$ cat config.mk
export PLATFORM = sky130hd
export DESIGN_NAME = utf8_to_latin1_transcoder
export DESIGN_NICKNAME = d
export VERILOG_FILES = /design/src/rtl/core/u8l1_pkg.sv /design/src/rtl/core/utf8_to_latin1_transcoder.sv
export SDC_FILE = /design/constraint.sdc
export NUM_CORES = 1
export LEC_CHECK = 0
export BUFFER_PORTS_ARGS = -buffer_cell sky130_fd_sc_hd__buf_4
export CAP_MARGIN = 15
export CORE_MARGIN = 4
export CORE_UTILIZATION = 46
export DETAILED_ROUTE_END_ITERATION = 16
export PLACE_DENSITY = 0.75
export SYNTH_ARGS = -nofsm -noshare
export SYNTH_HDL_FRONTEND = slang
export SYNTH_SLANG_ARGS = --single-unit
$ cat constraint.sdc
create_clock -name i_clk -period 4.25 [get_ports i_clk]
set_input_delay 0.85 -clock i_clk [delete_from_list [all_inputs] [get_ports i_clk]]
set_output_delay 0.85 -clock i_clk [all_outputs]
set_load 0.02 [all_outputs]
$ cat src/rtl/core/u8l1_pkg.sv
// shared types and constants of the utf-8 to latin-1 transcoder
package u8l1_pkg;

    localparam int FifoDepth = 4;
    localparam int PtrW      = $clog2(FifoDepth);
    localparam int CountW    = $clog2(FifoDepth + 1);

    localparam logic [7:0] ASCII_LIMIT = 8'h80;
    localparam logic [7:0] LEAD_C2     = 8'hC2;
    localparam logic [7:0] LEAD_C3     = 8'hC3;
    localparam logic [7:0] LEAD_E0     = 8'hE0;
    localparam logic [7:0] LEAD_ED     = 8'hED;
    localparam logic [7:0] LEAD_F0     = 8'hF0;
    localparam logic [7:0] LEAD_F4     = 8'hF4;

    localparam logic [1:0] STATUS_OK         = 2'd0;
    localparam logic [1:0] STATUS_INVALID    = 2'd1;
    localparam logic [1:0] STATUS_NOT_LATIN1 = 2'd2;

    localparam logic KIND_DATA   = 1'b0;
    localparam logic KIND_STATUS = 1'b1;

    localparam logic [2:0] RANGE_80_BF = 3'd0;
    localparam logic [2:0] RANGE_A0_BF = 3'd1;
    localparam logic [2:0] RANGE_80_9F = 3'd2;
    localparam logic [2:0] RANGE_90_BF = 3'd3;
    localparam logic [2:0] RANGE_80_8F = 3'd4;

    typedef struct packed {
        logic       kind;
        logic [7:0] data;
        logic [1:0] status;
        logic       last;
    } t_result;

endpackage

$ cat src/rtl/core/utf8_to_latin1_transcoder.sv
// utf-8 to latin-1 transcoder: validates a byte stream and emits latin-1 bytes and a status
//
// Takes one UTF-8 byte per cycle on the slave stream, tlast marking the last byte of a text.
// Each byte is held in an input register and checked in a single pass of shallow logic; the
// zero, one or two results it causes (a Latin-1 data byte and, on the last byte, a status
// transfer with tuser high and status 0 ok, 1 invalid UTF-8, 2 not Latin-1) go into a four-entry
// result queue that drives the master stream. A byte is taken every cycle as long as the queue
// has room for two results, so the sustained rate is one byte per cycle whenever each byte yields
// at most one result and the consumer keeps up; a result reaches the master stream once its byte
// has passed the input register and been written into the result queue. Data bytes of a text
// whose status is not ok are to be dropped by the consumer.
module utf8_to_latin1_transcoder
    import u8l1_pkg::*;
(
    input  logic        i_clk,
    input  logic        i_rst_n,
    input  logic        s_axis_tvalid,
    output logic        s_axis_tready,
    input  logic [7:0]  s_axis_tdata,   // in_byte
    input  logic        s_axis_tlast,   // end_of_text
    output logic        m_axis_tvalid,
    input  logic        m_axis_tready,
    output logic [15:0] m_axis_tdata,   // out_byte [7:0], status [9:8], zero [15:10]
    output logic        m_axis_tlast,   // run_last
    output logic        m_axis_tuser    // out_kind
);

    logic              r_in_valid;
    logic [7:0]        r_in_byte;
    logic              r_in_end;

    logic [1:0]        r_cont, n_cont;
    logic [2:0]        r_cls, n_cls;
    logic              r_pend, n_pend;
    logic [1:0]        r_hi, n_hi;
    logic              r_inv, n_inv;
    logic              r_nl, n_nl;

    t_result           r_fifo [FifoDepth];
    logic [PtrW-1:0]   r_wp, r_rp;
    logic [CountW-1:0] r_count, n_count;

    logic              w_advance;
    logic              w_pop;
    logic              w_cont_ok;
    logic              w_have;
    logic [7:0]        w_data;
    logic [1:0]        w_status;
    t_result           w_res0, w_res1;
    logic [1:0]        w_num;

    assign w_advance     = r_in_valid && (r_count <= CountW'(FifoDepth - 2));
    assign s_axis_tready = !r_in_valid || w_advance;
    assign w_pop         = m_axis_tvalid && m_axis_tready;

    always_comb begin
        case (r_cls)
            RANGE_A0_BF: w_cont_ok = r_in_byte inside {[8'hA0:8'hBF]};
            RANGE_80_9F: w_cont_ok = r_in_byte inside {[8'h80:8'h9F]};
            RANGE_90_BF: w_cont_ok = r_in_byte inside {[8'h90:8'hBF]};
            RANGE_80_8F: w_cont_ok = r_in_byte inside {[8'h80:8'h8F]};
            default:     w_cont_ok = r_in_byte inside {[8'h80:8'hBF]};
        endcase
    end

    always_comb begin
        n_cont = r_cont;
        n_cls  = r_cls;
        n_pend = r_pend;
        n_hi   = r_hi;
        n_inv  = r_inv;
        n_nl   = r_nl;
        w_have = 1'b0;
        w_data = 8'd0;
        if (!r_inv) begin
            if (r_cont != 2'd0) begin
                if (w_cont_ok) begin
                    n_cont = r_cont - 2'd1;
                    n_cls  = RANGE_80_BF;
                    if (r_pend) begin
                        n_pend = 1'b0;
                        w_data = {r_hi, r_in_byte[5:0]};
                        w_have = !r_nl;
                    end
                end else begin
                    n_inv = 1'b1;
                end
            end else if (r_in_byte < ASCII_LIMIT) begin
                w_data = r_in_byte;
                w_have = !r_nl;
            end else if (r_in_byte < LEAD_C2) begin
                n_inv = 1'b1;
            end else if (r_in_byte <= LEAD_C3) begin
                n_cont = 2'd1;
                n_cls  = RANGE_80_BF;
                n_pend = 1'b1;
                n_hi   = r_in_byte[1:0];
            end else if (r_in_byte <= 8'hDF) begin
                n_cont = 2'd1;
                n_cls  = RANGE_80_BF;
                n_nl   = 1'b1;
            end else if (r_in_byte <= 8'hEF) begin
                n_cont = 2'd2;
                n_cls  = (r_in_byte == LEAD_E0) ? RANGE_A0_BF :
                         (r_in_byte == LEAD_ED) ? RANGE_80_9F : RANGE_80_BF;
                n_nl   = 1'b1;
            end else if (r_in_byte <= LEAD_F4) begin
                n_cont = 2'd3;
                n_cls  = (r_in_byte == LEAD_F0) ? RANGE_90_BF :
                         (r_in_byte == LEAD_F4) ? RANGE_80_8F : RANGE_80_BF;
                n_nl   = 1'b1;
            end else begin
                n_inv = 1'b1;
            end
        end
        if (n_inv) begin
            w_have = 1'b0;
        end
        if (n_inv || (n_cont != 2'd0)) begin
            w_status = STATUS_INVALID;
        end else if (n_nl) begin
            w_status = STATUS_NOT_LATIN1;
        end else begin
            w_status = STATUS_OK;
        end
        if (r_in_end) begin
            n_cont = 2'd0;
            n_cls  = RANGE_80_BF;
            n_pend = 1'b0;
            n_hi   = 2'd0;
            n_inv  = 1'b0;
            n_nl   = 1'b0;
        end
    end

    // result list for this byte: optional data byte, then status on end of text
    always_comb begin
        t_result stat;
        stat = '{kind: KIND_STATUS, data: 8'd0, status: w_status, last: 1'b1};
        w_res1 = stat;
        if (w_have) begin
            w_res0 = '{kind: KIND_DATA, data: w_data, status: STATUS_OK, last: !r_in_end};
            w_num  = r_in_end ? 2'd2 : 2'd1;
        end else begin
            w_res0 = stat;
            w_num  = r_in_end ? 2'd1 : 2'd0;
        end
    end

    assign n_count = r_count + (w_advance ? CountW'(w_num) : CountW'(0)) - CountW'(w_pop);

    always_ff @(posedge i_clk) begin
        if (!i_rst_n) begin
            r_in_valid <= 1'b0;
            r_cont     <= 2'd0;
            r_cls      <= RANGE_80_BF;
            r_pend     <= 1'b0;
            r_hi       <= 2'd0;
            r_inv      <= 1'b0;
            r_nl       <= 1'b0;
            r_wp       <= '0;
            r_rp       <= '0;
            r_count    <= '0;
        end else begin
            if (s_axis_tready) begin
                r_in_valid <= s_axis_tvalid;
            end
            if (w_advance) begin
                r_cont <= n_cont;
                r_cls  <= n_cls;
                r_pend <= n_pend;
                r_hi   <= n_hi;
                r_inv  <= n_inv;
                r_nl   <= n_nl;
                r_wp   <= r_wp + PtrW'(w_num);
            end
            if (w_pop) begin
                r_rp <= r_rp + PtrW'(1);
            end
            r_count <= n_count;
        end
    end

    always_ff @(posedge i_clk) begin
        if (s_axis_tvalid && s_axis_tready) begin
            r_in_byte <= s_axis_tdata;
            r_in_end  <= s_axis_tlast;
        end
        if (w_advance && (w_num != 2'd0)) begin
            r_fifo[r_wp] <= w_res0;
        end
        if (w_advance && (w_num == 2'd2)) begin
            r_fifo[r_wp + PtrW'(1)] <= w_res1;
        end
    end

    assign m_axis_tvalid = (r_count != '0);
    assign m_axis_tdata  = {6'd0, r_fifo[r_rp].status, r_fifo[r_rp].data};
    assign m_axis_tlast  = r_fifo[r_rp].last;
    assign m_axis_tuser  = r_fifo[r_rp].kind;

    a_count_bound: assert property (@(posedge i_clk) disable iff (!i_rst_n)
        r_count <= CountW'(FifoDepth))
        else $error("result queue overflow");

    a_held_byte: assert property (@(posedge i_clk) disable iff (!i_rst_n)
        (r_in_valid && !w_advance) |=> (r_in_valid && $stable(r_in_byte) && $stable(r_in_end)))
        else $error("stalled input byte lost");

    a_status_last: assert property (@(posedge i_clk) disable iff (!i_rst_n)
        (m_axis_tvalid && m_axis_tuser) |-> (m_axis_tlast && (m_axis_tdata[7:0] == 8'd0)))
        else $error("status transfer malformed");

    a_data_ok: assert property (@(posedge i_clk) disable iff (!i_rst_n)
        (m_axis_tvalid && !m_axis_tuser) |-> (m_axis_tdata[9:8] == STATUS_OK))
        else $error("data transfer carries status");

    a_end_clears: assert property (@(posedge i_clk) disable iff (!i_rst_n)
        (w_advance && r_in_end) |=> ((r_cont == 2'd0) && !r_inv && !r_nl && !r_pend))
        else $error("state not cleared after end of text");

endmodule
### Yosys cells after proc, flatten, opt, wreduce, memory -nomap -nowiden

Memory sizes are Yosys's and may differ from the RTL's. A register that Yosys moved wholly into a read port is not among the register bits.
Cells that the tools add are included.

| storage, ports and cells | value |
|---|---|
| input port bits | 13 |
| bits in writable memories | 48 |
| bits in read-only memories | 0 |
| memories | 1 |
| output and inout bits | 20 |
| bits in registers | 27 |
| word-level logic and storage cells | 154 |
| bits in latches | 0 |

| cells by class | value |
|---|---|
| reductions and logical operators | 25 |
| multipliers | 0 |
| $add $sub $neg | 6 |
| shifts and indexed selects | 0 |
| bitwise operators | 0 |
| order comparisons | 13 |
| div/mod/pow operators | 0 |
| eq/ne operators | 16 |
| mux-type cells | 81 |

Memory list:

| memory | depth | bits a word | rd ports | clocked after Yosys merged registers in | wr ports | RTL line | text |
|---|---|---|---|---|---|---|---|
| r_fifo | 4 | 12 | 1 | 1 | 2 | utf8_to_latin1_transcoder.sv:39 | `t_result r_fifo [FifoDepth];` |

Operators with widths:

| operator | count |
|---|---|
| less-or-equal comparator 8 bit, second input constant | 7 |
| 2-to-1 mux 2 bit | 25 |
| 2-to-1 mux 8 bit | 5 |
| 2-to-1 mux 1 bit | 37 |
| 2-to-1 mux 3 bit | 12 |
| == test 8 bit, second input constant | 4 |
| >= comparator 8 bit, second input constant | 3 |
| AND reduction 6 bit | 3 |
| less-than comparator 8 bit, second input constant | 2 |
| 2-to-1 mux 12 bit | 1 |
| logical AND 1 bit | 10 |
| != test 3 bit, second input constant | 3 |
| != test 2 bit, second input constant | 4 |
| nonzero test 2 bit | 4 |
| == test 3 x 2 -> 1 bit, second input constant | 2 |
| nonzero test 3 bit | 2 |
| nonzero test 6 bit | 1 |
| adder 2 x 1 -> 2 bit, second input constant | 2 |
| one-hot mux 1 bit (4 select lines) | 1 |
| adder 3 x 2 -> 3 bit | 1 |
| == test 3 x 1 -> 1 bit, second input constant | 1 |
| == test 3 bit, second input constant | 1 |
| less-or-equal comparator 3 x 2 -> 1 bit, second input constant | 1 |
| zero test 1 bit | 3 |
| 5 further kinds | 6 |

### Depth between registers and ports, before layout

Gate-level depths: netlist (run 1).

| depth | value |
|---|---|
| depth in word-level cells | 15 |
| depth in mapped cells | 18 |

### Least setup slack after synthesis (run 1)

Ideal clock, no wire load.

| timing path | value |
|---|---|
| path type | register to register |
| start | reg r_in_byte[5] |
| end | reg r_count[2] |
| period minus slack after synthesis | 3.424 ns |
| path buffers | 1 |
| library setup time | 0.115 ns |
| arrival | 3.309 ns |
| stages on the path, launching flop included | 18 |
| slack | 0.826 ns |
| path through | edfxtp_1 > buf_4 > and3b_2 > a21oi_1 > o221a_2 > a31oi_4 > nor3_1 > inv_1 > ha_1 > nand2_1 > ha_1 > inv_1 > ha_1 > inv_1 > fa_1 > xor2_1 > xnor2_1 > and2_1 |

| on the way | value |
|---|---|
| longest elaborated chain between the ends | 14 |
| elaborated cells on any way between the ends | 36 |
| those cells by class | add/sub (2); order compare (12); mux (17); reduce/logical (5) |

Ends and longest elaborated chain:

| item | RTL line | text |
|---|---|---|
| start: declaration | utf8_to_latin1_transcoder.sv:29 | `logic [7:0] r_in_byte;` |
| start signal: assignment | utf8_to_latin1_transcoder.sv:186 | `r_in_byte <= s_axis_tdata;` |
| less-or-equal comparator 8 bit | utf8_to_latin1_transcoder.sv:107 | `end else if (r_in_byte <= LEAD_F4) begin` |
| 2-to-1 mux 1 bit | utf8_to_latin1_transcoder.sv:107 |  |
| 2-to-1 mux 1 bit | utf8_to_latin1_transcoder.sv:102 | `end else if (r_in_byte <= 8'hEF) begin` |
| 2-to-1 mux 1 bit | utf8_to_latin1_transcoder.sv:98 | `end else if (r_in_byte <= 8'hDF) begin` |
| 2-to-1 mux 1 bit | utf8_to_latin1_transcoder.sv:93 | `end else if (r_in_byte <= LEAD_C3) begin` |
| 2-to-1 mux 1 bit | utf8_to_latin1_transcoder.sv:91 | `end else if (r_in_byte < LEAD_C2) begin` |
| 2-to-1 mux 1 bit | utf8_to_latin1_transcoder.sv:88 | `end else if (r_in_byte < ASCII_LIMIT) begin` |
| 2-to-1 mux 1 bit | utf8_to_latin1_transcoder.sv:76 | `if (r_cont != 2'd0) begin` |
| 2-to-1 mux 1 bit | utf8_to_latin1_transcoder.sv:75 | `if (!r_inv) begin` |
| 2-to-1 mux 1 bit * | utf8_to_latin1_transcoder.sv:116 | `if (n_inv) begin` |
| 2-to-1 mux 2 bit * | utf8_to_latin1_transcoder.sv:141 | `if (w_have) begin` |
| 2-to-1 mux 2 bit * | utf8_to_latin1_transcoder.sv:150 | `assign n_count = r_count + (w_advance ? CountW'(w_num) : CountW'(0)) - CountW'(w_pop);` |
| adder 3 x 2 -> 3 bit * | utf8_to_latin1_transcoder.sv:150 |  |
| subtractor 3 x 1 -> 3 bit * | utf8_to_latin1_transcoder.sv:150 |  |
| end signal: assignment | utf8_to_latin1_transcoder.sv:180 | `r_count <= n_count;` |
| end: declaration | utf8_to_latin1_transcoder.sv:41 | `logic [CountW-1:0] r_count, n_count;` |

Every way passes the cells marked *; elsewhere a longest branch is shown, timed or not.
A chain may end at the register's enable or synchronous reset.

==> results of run 1 <==
area by class of cell:
| class | instances | area (sq um) | area share, % |
|---|---|---|---|
| multi-input combinational | 225 | 1797 | 43.55 |
| sequential | 77 | 1712 | 41.49 |
| timing repair buffer | 29 | 217.7 | 5.278 |
| tap | 102 | 127.6 | 3.094 |
| clock buffer | 9 | 123.9 | 3.003 |
| clock inverter | 7 | 80.08 | 1.941 |
| inverter | 18 | 67.56 | 1.638 |
cell usage in the layout (no fill, tap or decap), types with 2 or more instances in the layout:
master,netlist,layout
nand3_1,8,8
clkinv_4,0,2
mux2i_1,2,2
nor3_1,3,3
clkbuf_8,0,9
dfxtp_1,60,60
o22a_1,2,2
nor2b_1,5,5
buf_4,8,29
nand4_1,2,2
mux4_2,12,12
nand2_1,17,17
o221a_2,2,2
or3_1,3,3
inv_1,18,18
o41ai_1,4,4
and2_1,10,10
o41a_1,2,2
xnor2_1,3,3
edfxtp_1,17,17
a21boi_0,2,2
inv_6,0,3
a21oi_1,18,18
nor2_1,27,26
xor2_1,2,2
nor4_1,6,6
ha_1,8,8
o21ai_0,12,12
conb_1,1,6
nor3b_1,5,5
a22o_1,35,35
nor4_4,5,5
flip-flops by register name, summed over array words and instances (netlist names), 2 cells and up, named ones only:
name,cells
r_cls,3
r_hi,2
r_wp,2
r_fifo,48
r_in_byte,8
r_cont,2
r_rp,2
r_count,3
cells by family after synthesis:
group                    after synthesis
AND/OR/NAND/NOR                       99
AO/OA/AOI/OAI                         91
flip-flops                            77
buffers and inverters                 42
multiplexers                          15
adder cells (fa/ha/maj)                9
XOR/XNOR                               5
other                                  1
repair_timing:
action / CTS / global route
hold buffers: 0 / 0
resized for setup: 0 / 1
endpoints found under the setup margin: 0 / 1
report_power, final:
group          leakage [nW]  internal, mW  switching [mW]
clock                 0.105         0.280           0.299
sequential            0.657         0.867           0.129
combinational         0.796         0.311           0.298
total                  1.56          1.46           0.725
routing by layer:
metal / wire, um / up-vias
met4: 122 / 0
li1: - / 1305
met3: 514 / 12
met5: 0 / -
met2: 3712 / 105
met1: 3615 / 1289
worst max-delay path: stages (launching register included):
cell and delay [ps]:
edfxtp_1 540, and3b_2 260, a21oi_1 200, o221a_2 310, a31oi_4 210, nor3_1 390, inv_1 100, ha_1 280
nor3b_2 510, nand2_1 180, nor4_4 550, o21ai_0 200
metrics by stage:
stage	utilization [%]	power (mW)
finish	53.11	2.184
detailed placement	50.45	1.627
global placement	50.45	1.612
global route	53.11	2.308
floorplan	-	1.437
CTS	53.08	2.200
worst max-delay path by stage:
stage / slack, ps / to
after floorplan: 830 / r_count[2]$_SDFF_PN0_
after global placement: 470 / r_fifo[3][2]$_DFFE_PP_
after detailed placement: 320 / r_fifo[3][2]$_DFFE_PP_
after CTS: 300 / r_fifo[3][2]$_DFFE_PP_
after global routing: 70 / r_fifo[0][11]$_SDFFE_PP1P_
final: 400 / r_fifo[0][11]$_SDFFE_PP1P_
==> flow_metrics.tcl, run 1 <==
set metrics [dict create \
    routed_wl_um 7964 \
    yosys_warnings 0 \
    cts_setup_buffers 0 \
    via_per_inst 5.805 \
    grt_pass1_wl_um 13460 \
    critPathLaunch "r_in_byte[5]$_DFFE_PP_" \
    fmax_mhz 259.7 \
    met3_usage_pct 4.666 \
    final_hold_viol_count 0 \
    synth_async_sr_flop_share_pct 0 \
    synth_edf_count 17 \
    antenna_found_initial 0 \
    ys_ff_latch 77 \
    synth_top_family_by_area "compound AO/OA/AOI/OAI gates" \
    drive_above_1_share_pct 20.55 \
    synthAdderAreaFrac_pct 3.264 \
    irDropWorstVdd_mv 0.2493 \
    status "completed" \
    top_usage_layer "met2" \
    grt_pass1_vias 2711 \
    synth-compound-area-share_pct 19.18 \
    clkLatencyLatePin_ps 360 \
    fin_skew_ps 11.53 \
    die_h_um 97.44 \
    crit_required_ps 4460 \
    ys_seq_area_share_pct 46.51 \
    drt_iter0_markers 129 \
    worstPathArrival_ps 4060 \
    wl_per_cell_um 17.05 \
    rr_worst_depth 11 \
    fin_cells 467 \
    avgSynthCellArea_sq_um 10.85 \
    final.setup.tns_ps 0 \
    final.min_clock_period_ps 3851 \
    cts_tree "yes" \
    synthCells 339 \
    cts_buffers 9 \
    yosysUniqueCellTypes 56 \
    grt_max_degree 16 \
    detailedPlace.worstSlack_ps 320.0 \
    cp-start-kind "register" \
    use_met2_pct 27.15 \
    hold_path_class "reg -> reg" \
    syn-cell-area_sq_um 3680 \
    place_congestion 0.9047 \
    grt_use_met1_pct 24.34 \
    ant_nets 0 \
    root_buffer "clkbuf_8" \
    r2r_setup_slack_ps 400 \
    drtPass1Iterations 4 \
    rsz0062_at_grt "false" \
    synthXorXnorAreaFrac_pct 1.190 \
    muxShareOfSynthArea_pct 8.194 \
    min_from "r_fifo[3][6]$_SDFFE_PP0P_" \
    path_class "reg -> reg" \
    r2r_start "r_in_byte[5]$_DFFE_PP_" \
    min_path_cells 1 \
    final_nets 382 \
    synthFlopType "dfxtp_1" \
    vias 2711 \
    worst_slew_pin_slew_ps 844.8 \
    dp.cells 451 \
    die_area_sq_um 9495 \
    io_pins 33 \
    worstReg2RegEnd "r_fifo[0][11]$_SDFFE_PP1P_" \
    nFillCells 698 \
    fin_area_sq_um 4125 \
    dp_hpwl_um 5646 \
    clkSlewWorstSetupHoldPaths_ps 90 \
    diodes 0 \
    cts_num_sinks 77 \
    grt_remaining_overflow 0 \
    syn_to_final_growth_pct 12.10 \
    period_share_pct 90.61 \
    clk_path_buf_depth 2 \
    initial_utilization_pct 47.37 \
    setup_ws_ps 399.2 \
    synthSimpleGateAreaFrac_pct 16.32 \
    slew-limit-headroom_pct 43.60 \
    drc_errors 0 \
    holdPathEnd "r_fifo[3][6]$_SDFFE_PP0P_" \
    cp_max_fo 11 \
    leakagePower_nw 1.558 \
    rows 32 \
    port_buffers 26 \
    synth_top_area_share_pct 32.64 \
    dieWidth_um 97.44 \
    maxCapViolations 0 \
    setup_viol 0 \
    power-per-cell-area_nw_per_um2 529.3 \
    gr-usage-all-layers_pct 17.61 \
    whs_ps 486.1 \
    slew_violations 0 \
    core_sq_um 7767 \
    synth.area.top_cells "dfxtp_1 (33%), edfxtp_1 (14%), a22o_1 (8.3%)" \
    synth_most_common_cell "dfxtp_1" \
    placed_area_sq_um 3919 \
    synth_top_cell_by_area "dfxtp_1" \
    synth_top_cells_by_count "dfxtp_1 (60), a22o_1 (35), nor2_1 (27), a21oi_1 (18), inv_1 (18)" \
    htreeDepth 3 \
    worstSetupEndpointType "register" \
]
Note: power is estimated with default switching activity, not from simulation.
==> run 2, diff against run 1 <==
Settings changed: CORE_MARGIN 4 to unset, CORE_UTILIZATION 46 to 33, PLACE_DENSITY 0.75 to 0.6, SKIP_CTS_REPAIR_TIMING set to 1.
==> flow_metrics.tcl, run 2 (synthesis results as in run 1) <==
set metrics [dict create \
    clkLatencyLatePin_ps 360 \
    dp.cells 490 \
    final_common_cell "dfxtp_1" \
    hold_path_class "reg -> reg" \
    cp-start-kind "register" \
    port_buffers 26 \
    worstPathArrival_ps 4070 \
    placed_area_sq_um 3974 \
    clk_path_buf_depth 2 \
    fmax_mhz 258.0 \
    cts_num_sinks 77 \
    grt_pass1_vias 2618 \
    htreeDepth 3 \
    drt_iter0_markers 97 \
    rr_worst_depth 14 \
    status "completed" \
    irDropWorstVdd_mv 0.2340 \
    clkSlewWorstSetupHoldPaths_ps 90 \
    crit_required_ps 4440 \
    fin_area_sq_um 4160 \
    core_sq_um 10840 \
    r2r_setup_slack_ps 370 \
    worst_slew_pin_slew_ps 931.2 \
    worstSetupEndpointType "register" \
    fin_skew_ps 15.42 \
    drive_above_1_share_pct 20.77 \
    maxCapViolations 0 \
    leakagePower_nw 1.551 \
    dp_hpwl_um 5698 \
    grt_remaining_overflow 0 \
    slew_violations 0 \
    wl_per_cell_um 15.73 \
    antenna_found_initial 0 \
    via_per_inst 5.257 \
    die_h_um 107.6 \
    cts_tree "yes" \
    ant_nets 0 \
    final_hold_viol_count 0 \
    r2r_start "r_in_byte[5]$_DFFE_PP_" \
    rows 38 \
    initial_utilization_pct 33.95 \
    cts_buffers 9 \
    slew-limit-headroom_pct 37.84 \
    dieWidth_um 107.6 \
    worstReg2RegEnd "r_fifo[0][2]$_DFFE_PP_" \
    final_nets 383 \
    whs_ps 482.3 \
    gr-usage-all-layers_pct 15.11 \
    final.setup.tns_ps 0 \
    place_congestion 0.9233 \
    period_share_pct 91.21 \
    largestRegisters "r_fifo: 48 flops, r_in_byte: 8 flops" \
    grt_pass1_wl_um 13350 \
    routed_wl_um 7961 \
    layout_common_cells "dfxtp_1 (60), a22o_1 (35), buf_4 (30)" \
    cp_max_fo 11 \
    holdPathEnd "r_fifo[1][10]$_SDFFE_PP0P_" \
    min_path_cells 1 \
    rsz0062_at_grt "false" \
    fin_cells 506 \
    drc_errors 0 \
    power-per-cell-area_nw_per_um2 512.9 \
    min_from "r_fifo[1][10]$_SDFFE_PP0P_" \
    largest_register_ffs 48 \
    root_buffer "clkbuf_8" \
    drtPass1Iterations 4 \
    setup_viol 0 \
    syn_to_final_growth_pct 13.06 \
    vias 2660 \
    diodes 0 \
    io_pins 33 \
    final.min_clock_period_ps 3876 \
    die_area_sq_um 11580 \
    path_class "reg -> reg" \
    grt_max_degree 17 \
    largest-register "r_fifo" \
]
-- run 2: worst max-delay path by stage --
stage / start / end / cells past startpoint
floorplan: r_in_byte[5]$_DFFE_PP_ / r_count[2]$_SDFF_PN0_ / 17
global placement: r_in_byte[5]$_DFFE_PP_ / r_fifo[3][2]$_DFFE_PP_ / 13
global route: r_in_byte[3]$_DFFE_PP_ / r_fifo[0][2]$_DFFE_PP_ / 14
CTS: r_in_byte[5]$_DFFE_PP_ / r_fifo[3][2]$_DFFE_PP_ / 13
finish: r_in_byte[5]$_DFFE_PP_ / r_fifo[0][2]$_DFFE_PP_ / 14
detailed placement: r_in_byte[5]$_DFFE_PP_ / r_fifo[3][2]$_DFFE_PP_ / 13
-- run 2: routing by layer --
layer / GRT usage (%) / vias to the layer above / part of all wire, %
met5: 0 / - / 0
met4: 5.969 / 0 / 2.2
met3: 3.814 / 15 / 5.1
met2: 22.89 / 76 / 45
met1: 20.51 / 1269 / 48
li1: - / 1300 / -
-- run 2: per-stage QoR --
stage | setup slack (ps) | power (mW) | util [%]
CTS | 283.7 | 2.160 | 38.35
floorplan | 825.6 | 1.437 | -
detailed placement | 317.4 | 1.629 | 36.66
global placement | 435.5 | 1.620 | 36.66
finish | 373.8 | 2.134 | 38.38
global route | 27.36 | 2.269 | 38.38
-- run 2: critical path, cell delays in order (launching register included) --
cell and delay (ps):
edfxtp_1 540, and3b_2 260, a21oi_1 190, o221a_2 300, a31oi_4 210, nor3_1 370
inv_1 80, ha_1 280, nor3b_2 520, and2_1 240, nor2_1 50, buf_4 180
inv_1 150, o41ai_1 120, nor3b_1 210
-- run 2: cell type report --
type	count	area, sq um
clock inverter	7	60.06
sequential	77	1712
timing repair buffer	30	225.2
fill	1062	6680
inverter	18	67.56
multi-input combinational	225	1797
clock buffer	9	123.9
tap	140	175.2
-- run 2: report_power, final --
part | internal [mW] | total, mW | switching, mW
Combinational | 0.312 | 0.610 | 0.298
Sequential | 0.867 | 0.996 | 0.130
Clock | 0.225 | 0.527 | 0.302
Total | 1.40 | 2.13 | 0.730
